==> config.mk <==
export PLATFORM = sky130hd
export DESIGN_NAME = qalu_fifo
export DESIGN_NICKNAME = d
export VERILOG_FILES = /design/src/design/assert_macros.svh /design/src/design/qalu_pkg.sv /design/src/design/qalu_fifo.sv
export SDC_FILE = /design/constraint.sdc
export NUM_CORES = 1
export LEC_CHECK = 0
export ABC_AREA = 1
export BUFFER_PORTS_ARGS = -buffer_cell sky130_fd_sc_hd__buf_2
export CELL_PAD_IN_SITES_DETAIL_PLACEMENT = 2
export CELL_PAD_IN_SITES_GLOBAL_PLACEMENT = 2
export CORE_MARGIN = 2
export CORE_UTILIZATION = 37
export CTS_CLUSTER_SIZE = 12
export DETAILED_ROUTE_END_ITERATION = 12
export PLACE_DENSITY_LB_ADDON = 0.12
export SYNTH_ARGS = -nofsm -noshare
export SYNTH_HDL_FRONTEND = slang
export SYNTH_SLANG_ARGS = --single-unit
==> constraint.sdc <==
create_clock -name clk -period 1.8 [get_ports clk]
set_input_delay 0.27 -clock clk [delete_from_list [all_inputs] [get_ports clk]]
set_output_delay 0.27 -clock clk [all_outputs]
set_load 0.01 [all_outputs]
==> src/design/assert_macros.svh <==
// Assertion macros for the quaternion ALU.
// Expects clk and arst_n in the scope of use.
`ifndef ASSERT_MACROS_SVH
`define ASSERT_MACROS_SVH

// cond must hold at every edge out of reset
`define QALU_ASSERT_ALWAYS(label, cond, msg) \
	label: assert property (@(posedge clk) disable iff (!arst_n) (cond)) else $error(msg);

// same-cycle implication
`define QALU_ASSERT_IMPLY(label, ante, cons, msg) \
	label: assert property (@(posedge clk) disable iff (!arst_n) (ante) |-> (cons)) else $error(msg);

// next-cycle implication
`define QALU_ASSERT_NEXT(label, ante, cons, msg) \
	label: assert property (@(posedge clk) disable iff (!arst_n) (ante) |=> (cons)) else $error(msg);

`endif

==> src/design/qalu_pkg.sv <==
// Shared types and constants of the quaternion ALU.
// No dependencies.
package qalu_pkg;

	typedef enum logic [2:0] {
		CMD_ADD   = 3'd0,
		CMD_MUL   = 3'd1,
		CMD_SCALE = 3'd2,
		CMD_CONJ  = 3'd3,
		CMD_DOT   = 3'd4,
		CMD_MAG   = 3'd5,
		CMD_NORM  = 3'd6,
		CMD_INV   = 3'd7
	} cmd_t;

	typedef struct packed {
		cmd_t cmd;
		logic want_root;
		logic want_div;
	} ctl_t;

	typedef struct packed {
		logic full;
		logic empty;
	} fifo_stat_t;

	localparam int FIFO_DEPTH = 4;
	localparam int FIFO_AW    = $clog2(FIFO_DEPTH);

	// Hamilton product: row r, term t -> operand indexes and sign
	localparam logic [1:0] HAM_A [16] = '{
		2'd0, 2'd1, 2'd2, 2'd3,
		2'd0, 2'd1, 2'd2, 2'd3,
		2'd0, 2'd2, 2'd3, 2'd1,
		2'd0, 2'd3, 2'd1, 2'd2
	};
	localparam logic [1:0] HAM_B [16] = '{
		2'd0, 2'd1, 2'd2, 2'd3,
		2'd1, 2'd0, 2'd3, 2'd2,
		2'd2, 2'd0, 2'd1, 2'd3,
		2'd3, 2'd0, 2'd2, 2'd1
	};
	localparam logic HAM_NEG [16] = '{
		1'b0, 1'b1, 1'b1, 1'b1,
		1'b0, 1'b0, 1'b0, 1'b1,
		1'b0, 1'b0, 1'b0, 1'b1,
		1'b0, 1'b0, 1'b0, 1'b1
	};

endpackage

==> src/design/qalu_fifo.sv <==
// Short queue between front and back end.
// Uses qalu_pkg.
module qalu_fifo #(
	parameter int WIDTH = 8
) (
	input  logic                 clk,
	input  logic                 arst_n,
	input  logic                 push,
	input  logic [WIDTH-1:0]     push_data,
	input  logic                 pop,
	output logic [WIDTH-1:0]     pop_data,
	output qalu_pkg::fifo_stat_t stat
);
	localparam int AW = qalu_pkg::FIFO_AW;

	logic [WIDTH-1:0] mem_q [qalu_pkg::FIFO_DEPTH];
	logic [AW-1:0]    wr_q;
	logic [AW-1:0]    rd_q;
	logic [AW:0]      cnt_q;

	assign stat.full  = (cnt_q == (AW+1)'(qalu_pkg::FIFO_DEPTH));
	assign stat.empty = (cnt_q == '0);
	assign pop_data   = mem_q[rd_q];

	always_ff @(posedge clk or negedge arst_n) begin
		if (!arst_n) begin
			wr_q  <= '0;
			rd_q  <= '0;
			cnt_q <= '0;
		end else begin
			if (push) wr_q <= wr_q + 1'b1;
			if (pop)  rd_q <= rd_q + 1'b1;
			cnt_q <= cnt_q + (AW+1)'(push) - (AW+1)'(pop);
		end
	end

	always_ff @(posedge clk) begin
		if (push) mem_q[wr_q] <= push_data;
	end
endmodule

==> results of run 1 <==
layout by cell type (no fill, tap or decap), types with 2 or more instances in the layout:
cell      instances
buf_2            21
buf_4             5
clkbuf_8          5
dfrtp_1           7
edfxtp_1         32
ha_1              6
inv_1            44
nand2_1          43
nand2_2           8
nand3_1          17
nor3_1            2
xor2_1            3
registers in the layout, indices dropped and copies added (netlist names):
signal  flops
cnt_q       3
mem_q      32
rd_q        2
wr_q        2
cells by family after synthesis:
kind of cell | share of synthesized area [%]
AOI/OAI and AO/OA | 0.278
xor gates and xnor gates | 1.46
adders and majority gates | 5.29
buffers and inverters | 12.8
DFF | 63.1
and+or+nand+nor | 17.0
what timing repair did:
action                     4_1_cts  5_1_grt
setup buffers                    0        2
setup endpoints to repair        0        1
hold endpoints to repair         7        0
gates resized for setup          0        1
hold buffers                     1        0
per-layer routing:
layer  vias to the layer above  global-route usage [%]  routed length [um]
met1                       593                    18.6                1610
met4                         0                    6.06                  68
met5                         -                       0                   0
met3                         7                    3.43                 102
li1                        574                       -                   -
met2                        18                    29.1                2130
cell type report:
cell class	count	area (um^2)
Tap cell	54	67.6
Clock inverter	1	30.0
Inverter	46	178
Clock buffer	6	72.6
Multi-Input combinational cell	81	435
Fill cell	520	2620
Timing Repair Buffer	27	153
Sequential cell	39	1140
path summary, 6_finish.rpt:
check                      slack (ps)                     to                 from  cells after the start
setup / recovery                  160     cnt_q[2]$_DFF_PN0_   cnt_q[0]$_DFF_PN0_                      9
hold / removal                    190  mem_q[0][6]$_DFFE_PP_         push_data[6]                      1
setup reg to reg                  160     cnt_q[2]$_DFF_PN0_   cnt_q[0]$_DFF_PN0_                      9
hold reg to reg                   550    wr_q[0]$_DFFE_PN0P_  wr_q[0]$_DFFE_PN0P_                      1
max in group asynchronous        1260    wr_q[1]$_DFFE_PN0P_               arst_n                      2
min in group asynchronous         370     cnt_q[2]$_DFF_PN0_               arst_n                      2
per-stage QoR:
step | cell area (um^2) | std cells | setup WS (ps) | hold WS [ps] | total power, uW
floorplan | 1800 | 171 | 249 | -25.6 | 2200
CTS | 2050 | 252 | 42.9 | 188 | 3350
global placement | 1940 | 244 | 196 | 114 | 2520
global route | 2070 | 254 | 42.0 | 193 | 3570
detailed placement | 1940 | 244 | 49.5 | 121 | 2640
finish | 2070 | 254 | 156 | 195 | 3320
power by group through the flow:
stage	combinational, uW	sequential [uW]	clock [uW]
2_1_floorplan	908	1300	0
3_3_place_gp	1160	1360	0
3_5_place_dp	1270	1370	0
4_1_cts	1280	1360	701
5_1_grt	1450	1380	739
6_report	1280	1350	688
==> results.sh, run 1 <==
export IMPL_outcome="completed"
export IMPL_drc_errors=0
export IMPL_vias=1192
export IMPL_synth_main_ff_cell="edfxtp_1"
export IMPL_grt_usage_pct=16.1
export IMPL_final_nets=219
export IMPL_synth_area_leaders="edfxtp_1 53%, dfrtp_1 9.7%, inv_1 9.2%"
export IMPL_tns_ps=0
export IMPL_finish_utilization_pct=44.2
export IMPL_port_buffers=21
export IMPL_insertion_delay_ps=280
export IMPL_hp_class="input pin to flip-flop"
export IMPL_path_buf_inv=2
export IMPL_cts_sinks=39
export IMPL_peakVddDrop_mv=0.709
export IMPL_p_sw_uw=1230
export IMPL_synth_edf_count=32
export IMPL_crit_chain="inv_1 > ha_1 > inv_1 > ha_1 > fa_2 > nand2_1 > nand2_1 > nand2_1 > nand2_1"
export IMPL_p_seq_share_pct=40.8
export IMPL_path_clk_slew_ps=70
export IMPL_synth_area_per_cell_um2=10.5
export IMPL_ys_top_cells_by_count="44 x inv_1, 43 x nand2_1, 32 x edfxtp_1, 17 x nand3_1, 8 x nand2_2"
export IMPL_worst_pin_slew_ps=426
export IMPL_arrival_ps=1820
export IMPL_die_area_mm2=0.00544
export IMPL_power_switching_share_pct=37.2
export IMPL_grt_first_pass_wirelength_um=6260
export IMPL_yosysTopAreaCell="edfxtp_1"
export IMPL_wl_per_cell_um=15.4
export IMPL_yosysMostFrequentCell="inv_1"
export IMPL_netlist_area_mm2=0.00180
export IMPL_intPower_uw=2080
export IMPL_drive_above_1_share_pct=21.5
export IMPL_finClkSkew_ps=3.56
export IMPL_fin_crit_ps=1640
export IMPL_cp_slowest_cell="dfrtp_1"
export IMPL_path_delay_family="adder cells"
export IMPL_cp_start_kind="flip-flop"
export IMPL_path_class="flip-flop to flip-flop"
export IMPL_viasPerCell=4.69
export IMPL_coreArea_mm2=0.00469
export IMPL_place_hpwl_um=2880
export IMPL_synth_async_reset_ratio_pct=17.9
export IMPL_synth_seq_cells=39
export IMPL_cts_htree_levels=2
export IMPL_gr_total_overflow=0
export IMPL_synth_warnings=0
export IMPL_die_h_um=73.7
export IMPL_synth_fp_nets=190
export IMPL_place_gp_congestion=0.673
export IMPL_worstPathRequired_ps=1980
export IMPL_drv_cap=0
export IMPL_fp_dieW_um=73.7
export IMPL_syn_inst=171
export IMPL_cts_buffers=5
export IMPL_grt_max_degree=17
export IMPL_power_density_mw_per_mm2=1600
export IMPL_dr_first_iter_drc_count=17
export IMPL_first_pass_iters=4
export IMPL_hold_viol=0
export IMPL_areaGrowthSynthToFinish_pct=15.2
export IMPL_ioPinCount=22
export IMPL_initial_utilization_pct=38.3
export IMPL_yosysSeqAreaShare_pct=63.1
export IMPL_cts_tree="yes"
export IMPL_antenna_found_initial=0
export IMPL_clkPwrFrac_pct=20.7
export IMPL_cp_end_kind="flip-flop"
export IMPL_leakagePower_uw=0.00103
export IMPL_max_freq_ghz=0.608
export IMPL_clockBufferDepth=2
export IMPL_wirelength_um=3920
export IMPL_max_stage_delay_ps=360
export IMPL_rows=25
export IMPL_max_slew_margin_pct=71.6
export IMPL_crit_path_max_fanout=2
export IMPL_synth_top_cell_area_share_pct=53.4
export IMPL_fin_crit_sh_pct=91.3
export IMPL_cts_root_buf="clkbuf_8"
export IMPL_critPathMostFrequentCell="nand2_1"
export IMPL_slew_violations=0
export IMPL_grt_pass1_vias=1320
export IMPL_setup_viol=0
export IMPL_power_frac_comb_pct=38.5
export IMPL_rsz0062_at_grt="false"
export IMPL_ant_nets=0
export IMPL_insertedDiodeCount=0
export IMPL_ys_types=17
(Power assumes the default switching activity.)
==> inputs of run 2 (changes only) <==
--- a/config.mk
+++ b/config.mk
@@ -9,8 +9,10 @@
 export BUFFER_PORTS_ARGS = -buffer_cell sky130_fd_sc_hd__buf_2
 export CELL_PAD_IN_SITES_DETAIL_PLACEMENT = 2
 export CELL_PAD_IN_SITES_GLOBAL_PLACEMENT = 2
+export CORE_ASPECT_RATIO = 1.75
 export CORE_MARGIN = 2
-export CORE_UTILIZATION = 37
+export CORE_UTILIZATION = 38
+export CTS_BUF_LIST = sky130_fd_sc_hd__clkbuf_4
 export CTS_CLUSTER_SIZE = 12
 export DETAILED_ROUTE_END_ITERATION = 12
 export PLACE_DENSITY_LB_ADDON = 0.12
==> run 2 against run 1 <==
Against the previous run:
- sequential power about the same
- first-iteration DRC count fell by 29%
- non-clock buffer count unchanged
- fmax fell by 0.22%
- utilization decreased by 0.22 points
- count of clock-buffer cells in the layout is 2 higher
- combinational power is essentially flat
- setup slack worse by 3.6 ps
- critical endpoint is now pop_data[1]
- highest routed layer unchanged
==> results.sh, run 2 (synthesis gave the netlist of run 1 again) <==
export IMPL_path_class="flip-flop to output port"
export IMPL_arrival_ps=1380
export IMPL_gr_total_overflow=0
export IMPL_multi_input_area_um2=435
export IMPL_grt_pass1_vias=1339
export IMPL_place_gp_congestion=0.725
export IMPL_die_area_mm2=0.00532
export IMPL_cp_end_kind="output port"
export IMPL_wirelength_um=3940
export IMPL_place_hpwl_um=3000
export IMPL_clockBufferDepth=2
export IMPL_max_slew_margin_pct=72.8
export IMPL_insertedDiodeCount=0
export IMPL_outcome="completed"
export IMPL_max_freq_ghz=0.607
export IMPL_slew_violations=0
export IMPL_areaGrowthSynthToFinish_pct=12.9
export IMPL_worstPathRequired_ps=1530
export IMPL_coreArea_mm2=0.00462
export IMPL_vias=1189
export IMPL_cts_htree_levels=2
export IMPL_fin_cells=253
export IMPL_dr_first_iter_drc_count=12
export IMPL_rows=33
export IMPL_drive_above_1_share_pct=22.9
export IMPL_port_buffers=21
export IMPL_leakagePower_uw=0.00102
export IMPL_die_h_um=95.0
export IMPL_tns_ps=0
export IMPL_insertion_delay_ps=350
export IMPL_fin_hold_ws_ps=136
export IMPL_largest_register="mem_q"
export IMPL_fin_crit_sh_pct=91.5
export IMPL_regArea_mm2=0.00114
export IMPL_hp_class="input pin to flip-flop"
export IMPL_finClkSkew_ps=12.4
export IMPL_cts_root_buf="clkbuf_4"
export IMPL_worst_pin_slew_ps=407
export IMPL_grt_max_degree=17
export IMPL_rsz0062_at_grt="false"
export IMPL_hold_viol=0
export IMPL_placedCellCount=242
export IMPL_ioPinCount=22
export IMPL_final_common_cell="inv_1"
export IMPL_grt_first_pass_wirelength_um=6470
export IMPL_layout_common_cells="44 x inv_1, 43 x nand2_1, 32 x edfxtp_1"
export IMPL_ant_nets=0
export IMPL_power_density_mw_per_mm2=1520
export IMPL_drv_cap=0
export IMPL_final_nets=219
export IMPL_largest_register_ffs=32
export IMPL_peakVddDrop_mv=0.701
export IMPL_viasPerCell=4.70
export IMPL_grt_usage_pct=16.8
export IMPL_cts_tree="yes"
export IMPL_initial_utilization_pct=38.9
export IMPL_wl_per_cell_um=15.6
export IMPL_antenna_found_initial=0
export IMPL_crit_path_max_fanout=8
export IMPL_fillers=502
export IMPL_path_clk_slew_ps=110
export IMPL_cts_buffers=5
export IMPL_setup_viol=0
export IMPL_first_pass_iters=3
export IMPL_reg_top3="mem_q: 32 flops, cnt_q: 3 flops"
export IMPL_cts_sinks=39
export IMPL_fin_crit_ps=1650
export IMPL_cp_start_kind="flip-flop"
export IMPL_drc_errors=0
export IMPL_fp_dieW_um=56.0
==> run 2: cell type report <==
| type | instances | area share [%] |
|---|---|---|
| well taps | 52 | 3.20 |
| clock buffers | 8 | 2.96 |
| inverters | 46 | 8.74 |
| flip-flops and latches | 39 | 56.0 |
| repair buffers | 27 | 7.70 |
| multi-input cells | 81 | 21.4 |
==> run 2: power breakdown <==
group          leakage, uW  internal [uW]  switching, uW  total [uW]
clock            0.0000368            201            263         464
combinational     0.000603            468            782        1250
sequential        0.000375           1210            153        1370
total              0.00102           1880           1200        3080
==> run 2: metrics by stage <==
stage / cell area (um^2) / total power [uW] / util, % / setup WS, ps
floorplan: 1800 / 2200 / - / 249
global placement: 1940 / 2520 / 41.9 / 199
detailed placement: 1940 / 2630 / 41.9 / 103
CTS: 2010 / 3100 / 43.5 / 79.4
global route: 2030 / 3350 / 43.9 / 31.5
finish: 2030 / 3080 / 43.9 / 152
==> run 2: what timing repair did <==
action,CTS,global route
hold endpoints to repair,7,0
pin swaps,0,0
hold buffers,1,0
cloned,0,0
resized for setup,1,2
setup endpoints to repair,1,2
buffers inserted,0,2
==> run 2: critical path, stage by stage (launching register included) <==
cell and delay (ps):
dfrtp_2 500, buf_6 170, nand2_1 80, nand3_1 80, nand2_1 80, buf_2 130
==> run 2: worst paths after layout <==
check / from / end / slack (ps) / cells after the start
worst max-delay path: rd_q[0]$_DFFE_PN0P_ / pop_data[1] / 150 / 5
worst min-delay path: push_data[5] / mem_q[2][5]$_DFFE_PP_ / 140 / 1
worst max register to register: cnt_q[0]$_DFF_PN0_ / cnt_q[2]$_DFF_PN0_ / 170 / 9
worst min register to register: wr_q[0]$_DFFE_PN0P_ / wr_q[0]$_DFFE_PN0P_ / 550 / 1
max in group asynchronous: arst_n / rd_q[0]$_DFFE_PN0P_ / 1330 / 2
min in group asynchronous: arst_n / rd_q[1]$_DFFE_PN0P_ / 270 / 2
==> run 2: per-layer routing <==
layer	up-vias	routed length (um)	share of wire [%]	global-route usage, %
met5	-	0	0	0
met4	0	85	2.2	7.74
met3	6	88	2.2	2.58
met2	16	2420	61	33.8
met1	589	1340	34	16.1
li1	578	-	-	-
