### src/design/assert_macros.svh
// Assertion macros for the quaternion ALU.
// Expects clk and arst_n in the scope of use.
`ifndef ASSERT_MACROS_SVH
`define ASSERT_MACROS_SVH

// cond must hold at every edge out of reset
`define QALU_ASSERT_ALWAYS(label, cond, msg) \
	label: assert property (@(posedge clk) disable iff (!arst_n) (cond)) else $error(msg);

// same-cycle implication
`define QALU_ASSERT_IMPLY(label, ante, cons, msg) \
	label: assert property (@(posedge clk) disable iff (!arst_n) (ante) |-> (cons)) else $error(msg);

// next-cycle implication
`define QALU_ASSERT_NEXT(label, ante, cons, msg) \
	label: assert property (@(posedge clk) disable iff (!arst_n) (ante) |=> (cons)) else $error(msg);

`endif

### src/design/qalu_pkg.sv
// Shared types and constants of the quaternion ALU.
// No dependencies.
package qalu_pkg;

	typedef enum logic [2:0] {
		CMD_ADD   = 3'd0,
		CMD_MUL   = 3'd1,
		CMD_SCALE = 3'd2,
		CMD_CONJ  = 3'd3,
		CMD_DOT   = 3'd4,
		CMD_MAG   = 3'd5,
		CMD_NORM  = 3'd6,
		CMD_INV   = 3'd7
	} cmd_t;

	typedef struct packed {
		cmd_t cmd;
		logic want_root;
		logic want_div;
	} ctl_t;

	typedef struct packed {
		logic full;
		logic empty;
	} fifo_stat_t;

	localparam int FIFO_DEPTH = 4;
	localparam int FIFO_AW    = $clog2(FIFO_DEPTH);

	// Hamilton product: row r, term t -> operand indexes and sign
	localparam logic [1:0] HAM_A [16] = '{
		2'd0, 2'd1, 2'd2, 2'd3,
		2'd0, 2'd1, 2'd2, 2'd3,
		2'd0, 2'd2, 2'd3, 2'd1,
		2'd0, 2'd3, 2'd1, 2'd2
	};
	localparam logic [1:0] HAM_B [16] = '{
		2'd0, 2'd1, 2'd2, 2'd3,
		2'd1, 2'd0, 2'd3, 2'd2,
		2'd2, 2'd0, 2'd1, 2'd3,
		2'd3, 2'd0, 2'd2, 2'd1
	};
	localparam logic HAM_NEG [16] = '{
		1'b0, 1'b1, 1'b1, 1'b1,
		1'b0, 1'b0, 1'b0, 1'b1,
		1'b0, 1'b0, 1'b0, 1'b1,
		1'b0, 1'b0, 1'b0, 1'b1
	};

endpackage

### src/design/qalu_if.sv
// Job and result channel interfaces of the quaternion ALU.
// No dependencies.
interface qalu_job_if #(parameter int W = 16);
	logic               valid;
	logic               ready;
	logic [2:0]         command;
	logic signed [W-1:0] a_w;
	logic signed [W-1:0] a_x;
	logic signed [W-1:0] a_y;
	logic signed [W-1:0] a_z;
	logic signed [W-1:0] b_w;
	logic signed [W-1:0] b_x;
	logic signed [W-1:0] b_y;
	logic signed [W-1:0] b_z;
	logic signed [W-1:0] scale_factor;

	modport source (output valid, command, a_w, a_x, a_y, a_z, b_w, b_x, b_y, b_z,
		scale_factor, input ready);
	modport sink (input valid, command, a_w, a_x, a_y, a_z, b_w, b_x, b_y, b_z,
		scale_factor, output ready);
endinterface


### src/design/qalu_front.sv
// Front end: takes job beats, classifies the command, feeds the queue.
// Uses qalu_pkg and qalu_job_if.
module qalu_front #(
	parameter int W = 16
) (
	input  logic              clk,
	input  logic              arst_n,
	qalu_job_if.sink          job,
	input  logic              full,
	output logic              push,
	output logic [$bits(qalu_pkg::ctl_t)+9*W-1:0] push_data
);
	localparam int PW = $bits(qalu_pkg::ctl_t) + 9 * W;

	qalu_pkg::ctl_t  ctl_c;
	logic            vld_s1;
	logic [PW-1:0]   data_s1;

	always_comb begin
		ctl_c.cmd       = qalu_pkg::cmd_t'(job.command);
		ctl_c.want_root = 1'b0;
		ctl_c.want_div  = 1'b0;
		case (ctl_c.cmd)
			qalu_pkg::CMD_MAG: begin
				ctl_c.want_root = 1'b1;
			end
			qalu_pkg::CMD_NORM: begin
				ctl_c.want_root = 1'b1;
				ctl_c.want_div  = 1'b1;
			end
			qalu_pkg::CMD_INV: begin
				ctl_c.want_div  = 1'b1;
			end
			default: ;
		endcase
	end

	assign job.ready = !vld_s1 || !full;
	assign push      = vld_s1 && !full;
	assign push_data = data_s1;

	always_ff @(posedge clk or negedge arst_n) begin
		if (!arst_n) begin
			vld_s1 <= 1'b0;
		end else if (job.ready) begin
			vld_s1 <= job.valid;
		end
	end

	always_ff @(posedge clk) begin
		if (job.valid && job.ready) begin
			data_s1 <= {ctl_c, job.a_w, job.a_x, job.a_y, job.a_z,
				job.b_w, job.b_x, job.b_y, job.b_z, job.scale_factor};
		end
	end
endmodule

### src/flat_wrapper.sv
// flat-port wrapper written by rule: the top's interface ports become plain ports
module qalu_front_flat 
#(
	parameter int W = 16
)
  (clk, arst_n, full, push, push_data, job_valid, job_command, job_a_w, job_a_x, job_a_y, job_a_z, job_b_w, job_b_x, job_b_y, job_b_z, job_scale_factor, job_ready);
  qalu_job_if #(.W(W)) job_i ();
  input  logic clk;
  input  logic arst_n;
  input  logic full;
  output logic push;
  output logic [$bits(qalu_pkg::ctl_t)+9*W-1:0] push_data;
  input wire logic [$bits(job_i.valid)-1:0] job_valid;
  input wire logic [$bits(job_i.command)-1:0] job_command;
  input wire logic [$bits(job_i.a_w)-1:0] job_a_w;
  input wire logic [$bits(job_i.a_x)-1:0] job_a_x;
  input wire logic [$bits(job_i.a_y)-1:0] job_a_y;
  input wire logic [$bits(job_i.a_z)-1:0] job_a_z;
  input wire logic [$bits(job_i.b_w)-1:0] job_b_w;
  input wire logic [$bits(job_i.b_x)-1:0] job_b_x;
  input wire logic [$bits(job_i.b_y)-1:0] job_b_y;
  input wire logic [$bits(job_i.b_z)-1:0] job_b_z;
  input wire logic [$bits(job_i.scale_factor)-1:0] job_scale_factor;
  output wire logic [$bits(job_i.ready)-1:0] job_ready;
  assign job_i.valid = job_valid;
  assign job_i.command = job_command;
  assign job_i.a_w = job_a_w;
  assign job_i.a_x = job_a_x;
  assign job_i.a_y = job_a_y;
  assign job_i.a_z = job_a_z;
  assign job_i.b_w = job_b_w;
  assign job_i.b_x = job_b_x;
  assign job_i.b_y = job_b_y;
  assign job_i.b_z = job_b_z;
  assign job_i.scale_factor = job_scale_factor;
  assign job_ready = job_i.ready;
  qalu_front #(.W(W)) u_core (.clk(clk), .arst_n(arst_n), .job(job_i), .full(full), .push(push), .push_data(push_data));
endmodule
### config.mk
export PLATFORM = sky130hd
export DESIGN_NAME = qalu_front_flat
export DESIGN_NICKNAME = d
export VERILOG_FILES = /design/src/design/assert_macros.svh /design/src/design/qalu_pkg.sv /design/src/design/qalu_if.sv /design/src/design/qalu_front.sv /design/src/flat_wrapper.sv
export SDC_FILE = /design/constraint.sdc
export NUM_CORES = 1
export LEC_CHECK = 0
export BUFFER_PORTS_ARGS = -buffer_cell sky130_fd_sc_hd__buf_2
export CAP_MARGIN = 10
export CORE_AREA = 3 3 116 118
export DETAILED_ROUTE_END_ITERATION = 8
export DIE_AREA = 0 0 119 121
export GPL_TIMING_DRIVEN = 0
export PLACE_DENSITY = 0.77
export RECOVER_POWER = 25
export SYNTH_ARGS = -nofsm -noshare
export SYNTH_HDL_FRONTEND = slang
export SYNTH_SLANG_ARGS = --single-unit
### constraint.sdc
create_clock -name clk -period 5.9 [get_ports clk]
set_input_delay 0.885 -clock clk [delete_from_list [all_inputs] [get_ports clk]]
set_output_delay 0.885 -clock clk [all_outputs]
set_load 0.05 [all_outputs]
==> results by group, run 1 <==
Floorplan
  • Num rows: 41
  • Die width: roughly 120 um
  • Starting Density: 36.2%
  • Full die area: ~14000 um2
  • Core region area: approximately 13000 um2
  • Top Ports: 302
  • Die H: about 120 um

Worst setup path
  • Crit end category: output port
  • R2R cell count: 3
  • Worst reg2reg path startpoint: u_core.vld_s1
  • CP Max Fanout: 2
  • Reg-to-reg slack, setup: 3.85 ns
  • Critical path data required time: ~5 ns
  • Crit path arrival time: 1.37 ns
  • Startpoint types: input pin
  • Reg2Reg Capture Point: u_core.push_data[144]
  • Crit Path Category: in -> out

Logic synthesis
  • Most instantiated cells after synthesis: edfxtp_1 (149), and2_1 (2)
  • Largest area contributor in the netlist: edfxtp_1
  • Synth Flop Type: edfxtp_1
  • Synth Net Count: approximately 310
  • Synth Cell Area: about 4500 um2
  • Mean area per synthesized cell: slightly below 30 um2
  • Post-Syn Instances: 157
  • Synth Area in Simple Gates: 0.798%
  • Warnings from Yosys: 0
  • Asr flop ratio synth: 0.667%
  • Post-synthesis mux area share: 0%
  • Synth Register Bits: 150
  • Adder-Cell Fraction of Synth Area: 0%
  • Share of the synthesized area in the top cell type: between 90% and 100%
  • Most instantiated library cell after synthesis: edfxtp_1
  • Main combinational cell family by area after synthesis: simple AND/OR/NAND/NOR gates
  • Post-synth EDFFs: between 100 and 150
  • Sequential element share of the synthesized area: around 100%
  • Compound-Gate Fraction of Synth Area: 0%
  • XOR/XNOR share of the synthesized area: less than 1%
  • Synth cell types: 8
  • Synth top area cells: edfxtp_1 (98%), dfrtp_1 (0.55%), and2_1 (0.28%), xor2_1 (0.19%), and2_2 (0.17%)

Power
  • Leak: approximately 0.0029 uW
  • Gate power share: 13.1%
  • Sw Share: 25.7%
  • NetSw: roughly 650 uW
  • PnR Total Power: 2540 uW
  • Flop pwr share: just under 50%
  • Power density cells: between 300 and 400 nW/um2
  • Internal power: 1890 uW
  • Maximum VDD drop: 0.000225 V
  • Power share of the clock group: a little under two fifths

STA
  • Clk_skew: around 0.0063 ns
  • Worst slew pin tran: ~0.93 ns
  • Fmax: around 0.44 GHz
  • Setup TNS: 0 ns
  • Setup-failing EPs final: 0
  • Minimum clock period: 2.25 ns
  • Fin crit share: 38.2%
  • WHS: roughly 0.24 ns
  • RSZ-0062 raised after global routing: no
  • Rel. slew slack: 37.9%
  • Final Hold Vio Count: 0
  • Max-slew violation count: 0

Global routing
  • Pin count of the biggest net entering global routing: between 70 and 80
  • Number of global-route vias before repair: approximately 3000
  • First-pass GRT wire length: 15.3 mm
  • GR Util All Layers: between 10% and 20%
  • Initial antenna violation count: 1
  • Total congestion overflow: 0

Drt
  • DRT Wirelength: 10.5 mm
  • DR vias/cell: ~4.2
  • Wire per inst: 15.9 um
  • Final antenna-violating net count: 0
  • DRC viols: 0
  • DR vias: about 2800
  • Drt first pass iters: 4
  • Iteration-0 DRC Markers: approximately 130

Place
  • Area post-placement: about 6300 um2
  • Detailed Place HPWL: about 8.0 mm
  • PortBufs: 301
  • Routability Congestion: ~0.74

Clock tree
  • Setup Buffers After CTS: 0
  • CTS clk-pin slew, worst paths: ~0.060 ns
  • # resized after CTS: 0
  • Clk buf depth: 2
  • Sink Count: 150
  • H-tree levels: 4
  • CTS Hold Bufs: 0
  • CTS tree: done
  • Num CTS Buffers: 17
  • Latest clock arrival within the worst-skew pair: 0.41 ns
  • Clock root buffer: clkbuf_16

Status
  • Outcome: completed

Final layout
  • Area Growth Syn to Fin: 50.0%
  • Nets: about 630
  • Design area: a little under 7000 um2
  • Antenna diodes: 0
  • Share of cells above drive strength 1: 67.1%

Hold path
  • HP Class: in -> async

Job
  • MaxCap Viol Count: 0
[stage by stage]
stage	setup WS, ns	std cells	util, %
4_1_cts	3.64	662	54.2
3_3_place_gp	-0.108	630	49.9
5_1_grt	3.55	662	54.2
2_1_floorplan	0.626	157	-
6_report	3.65	662	54.2
3_5_place_dp	3.22	631	50.1
[power groups by stage]
stage	combinational [uW]	clock, uW	sequential (uW)
floorplan	24.0	0	1490
global placement	329	0	1290
detailed placement	337	0	1280
CTS	338	977	1260
global route	348	1030	1260
finish	334	947	1260
[routing by layer]
layer / vias to the layer above / wire (um) / share of wire, % / global-route usage, %
met5: - / 13 / 0.12 / 0
met4: 2 / 251 / 2.4 / 7.60
met1: 1310 / 3630 / 34 / 14.6
met3: 20 / 1200 / 11 / 7.74
li1: 1280 / - / - / -
met2: 193 / 5440 / 52 / 24.4
[state kept, by name (all words and copies together), names as in the netlist]
signal            flops
u_core.push_data    149
u_core.vld_s1         1
[cell type report]
type                       count  area, um2
multi-input combinational      7       47.5
fill                        1013       5750
tap                          172        215
clock inverter                12       88.8
timing repair buffer         302       1530
sequential                   150       4500
clock buffer                  19        433
[cell families after synthesis]
kind of cell  Yosys count
flops                 150
simple gates            6
xor+xnor                1
[layout by cell type, fill, tap and decap left out]
cell        instances
nand2_1             1
clkinv_2            4
clkinv_1            4
xor2_1              1
clkbuf_1            2
edfxtp_1          149
nor2b_1             1
dfrtp_1             1
and2_2              1
buf_16              1
and2_4              1
and2_1              1
clkinv_4            1
buf_2             301
bufinv_16           1
clkinvlp_4          2
nand2b_1            1
clkbuf_16          17
[critical path, stage by stage]
cell and delay, ns:
buf_2 0.10, nor2b_1 0.11, buf_2 0.27
[worst max-delay path by stage]
stage               start                     to  slack, ns  cells past startpoint
floorplan            full    u_core.push_data[0]       0.63                      2
global placement     full  u_core.push_data[115]      -0.11                      3
detailed placement   full  u_core.push_data[135]       3.22                      4
CTS                  full                   push       3.64                      3
global route         full  u_core.push_data[144]       3.55                      4
finish               full                   push       3.65                      3
No activity file was read; power rests on OpenSTA's default activity.
==> run 2: changes to the inputs <==
Settings changed: ABC_AREA set to 1.
Clock period 5.9 ns to 2.3 ns, I/O delays scaled along.
==> results by group, run 2 <==
Logic synthesis
  • Asr flop ratio synth: less than 1%
  • Compound-Gate Fraction of Synth Area: less than 1%
  • Synth Flop Type: edfxtp_1
  • Most instantiated cells after synthesis: edfxtp_1 (149), inv_1 (5), nand2_1 (4)
  • Post-synthesis mux area share: 0%
  • Main combinational cell family by area after synthesis: simple AND/OR/NAND/NOR gates
  • Share of the synthesized area in the top cell type: a little over nine tenths
  • Mean area per synthesized cell: ~28 um2
  • Synth Area in Simple Gates: less than 1%
  • Sequential element share of the synthesized area: between 90% and 100%
  • Warnings from Yosys: 0
  • Synth Cell Area: 4550 um2
  • Largest area contributor in the netlist: edfxtp_1
  • Post-Syn Instances: around 160
  • Synth top area cells: edfxtp_1 (98%), dfrtp_1 (0.55%), inv_1 (0.41%), nand2_1 (0.33%), nand3_1 (0.22%)
  • Post-synth EDFFs: 149
  • Adder-Cell Fraction of Synth Area: 0%
  • Synth Register Bits: 150
  • Most instantiated library cell after synthesis: edfxtp_1
  • Synth cell types: 7
  • XOR/XNOR share of the synthesized area: 0%
  • Synth Net Count: around 310

Final layout
  • Design area: around 6900 um2
  • Share of cells above drive strength 1: around 66%
  • Area Growth Syn to Fin: 52.3%
  • Nets: 640
  • Max reg flops: 149
  • Antenna diodes: 0
  • Most frequent cells in the layout: buf_2 (301), edfxtp_1 (149), clkbuf_16 (17), inv_1 (5), clkinv_2 (5)
  • Commonest non-fill, non-tap cell in the layout: buf_2
  • Fin cells: 674

Clock tree
  • Sink Count: 150
  • Num CTS Buffers: 17
  • Clock root buffer: clkbuf_16
  • CTS clk-pin slew, worst paths: 0.06 ns
  • CTS tree: done
  • # resized after CTS: 0
  • Clk buf depth: 2
  • H-tree levels: 4
  • Latest clock arrival within the worst-skew pair: between 0.4 and 0.5 ns

Global routing
  • Total congestion overflow: 0
  • GR Util All Layers: between 10 and 15%
  • Number of global-route vias before repair: around 3000
  • Pin count of the biggest net entering global routing: 36
  • First-pass GRT wire length: about 16 mm
  • Initial antenna violation count: 1

STA
  • Setup-failing EPs final: 0
  • Rel. slew slack: between 50% and 60%
  • RSZ-0062 raised after global routing: no
  • Final Hold Vio Count: 0
  • Worst slew pin tran: ~0.67 ns
  • Minimum clock period: approximately 2.0 ns
  • Fmax: slightly below 0.5 GHz
  • Max-slew violation count: 0
  • Clk_skew: 0.00671 ns
  • Setup TNS: 0 ns
  • Fin crit share: between 80% and 90%

Worst setup path
  • Cell mode on critical path: buf_12
  • Crit end category: register
  • Reg-to-reg slack, setup: about 0.29 ns
  • Crit path arrival time: between 2 and 2.5 ns
  • Worst reg2reg path startpoint: u_core.vld_s1
  • Critical path data required time: 2.41 ns
  • Worst-path cell chain: a21oi_4 > buf_12 > buf_12 > buf_12
  • Startpoint types: register
  • Max stage delay on crit path: 0.52 ns
  • CP Buf/Inv Count: 3
  • Crit Path Category: reg -> reg
  • CP max-delay cell: a21oi_4
  • CP Max Fanout: 33
  • Reg2Reg Capture Point: u_core.push_data[18]
  • R2R cell count: 4
  • Worst path top cell family by delay: buffers and inverters

Hold path
  • Hold depth: 1
  • Hold endpoint: u_core.push_data[92]
  • Hold Crit Start: job_a_z[12]
  • HP Class: in -> reg

Floorplan
  • Die width: about 120 um
  • Num rows: between 40 and 50
  • Full die area: around 14000 um2
  • Starting Density: ~36%
  • Top Ports: around 300
  • Core region area: 12600 um2
  • Die H: 121 um

Drt
  • Final antenna-violating net count: 0
  • DR vias/cell: 4.28
  • DRC viols: 0
  • Iteration-0 DRC Markers: between 150 and 200
  • DRT Wirelength: between 10 and 15 mm
  • Wire per inst: roughly 16 um
  • DR vias: around 2900
  • Drt first pass iters: 4

Power
  • Leak: 0.00297 uW
  • PnR Total Power: 6660 uW
  • Power share of the clock group: 38.4%
  • NetSw: between 1500 and 2000 uW
  • Flop pwr share: approximately half
  • Power density cells: 961 nW/um2
  • Internal power: around 5000 uW
  • Maximum VDD drop: 0.000523 V
  • Sw Share: ~25%
  • Gate power share: a little over an eighth

Place
  • PortBufs: roughly 300
  • Post-placement cell count: between 600 and 700
  • Detailed Place HPWL: approximately 8.4 mm
  • Routability Congestion: slightly below 0.8
  • Area post-placement: ~6400 um2

Job
  • MaxCap Viol Count: 0

Status
  • Outcome: completed
## run 2: per-layer routing
metal | GRT usage (%) | vias to the layer above | part of all wire (%)
met4 | 8.18 | 2 | 1.8
met3 | 7.13 | 19 | 11
met2 | 24.9 | 211 | 54
li1 | - | 1311 | -
met1 | 15.0 | 1345 | 34
met5 | 0 | - | 0.12
## run 2: per-stage QoR
stage                     setup slack [ns]  utilization [%]  hold slack, ns
after detailed placement           0.00342             50.6           0.121
after CTS                           0.0659             55.1          0.0834
after global routing                 0.165             55.2          0.0811
after floorplan                      -1.01                -          0.0494
after global placement               -1.86             50.0           0.121
final                                0.288             55.2           0.108
## run 2: worst max-delay path by stage
stage	startpoint	to	slack, ns	depth (start not counted)
after floorplan	u_core.vld_s1	u_core.push_data[0]	-1.01	1
after global placement	full	u_core.push_data[143]	-1.86	2
after detailed placement	full	u_core.push_data[54]	0.003	5
after CTS	u_core.vld_s1	u_core.push_data[18]	0.07	4
after global routing	u_core.vld_s1	u_core.push_data[30]	0.17	4
final	u_core.vld_s1	u_core.push_data[18]	0.29	4
## run 2: logic make-up after synthesis
family | after synthesis
AO/OA/AOI/OAI | 1
AND/OR/NAND/NOR | 7
buffers and inverters | 5
flip-flops | 150
## run 2: final cells by class
| type | count | area, um2 |
|---|---|---|
| Clock buffer | 20 | 437 |
| Clock inverter | 12 | 111 |
| Fill cell | 1001 | 5640 |
| Inverter | 5 | 18.8 |
| Multi-Input combinational cell | 9 | 53.8 |
| Sequential cell | 150 | 4500 |
| Tap cell | 172 | 215 |
| Timing Repair Buffer | 306 | 1600 |
## run 2: power by group through the flow
stage	clock network, uW	logic, uW	registers, uW
floorplan	0	63.1	3800
global placement	0	847	3300
detailed placement	0	882	3280
CTS	2630	883	3230
global route	2740	915	3240
finish	2560	878	3230
## run 2: repair_timing
item / in CTS / in global routing
hold buffers: 1 / 0
endpoints found under the setup margin: 0 / 33
hold endpoints to repair: 1 / 0
buffers inserted: 0 / 0
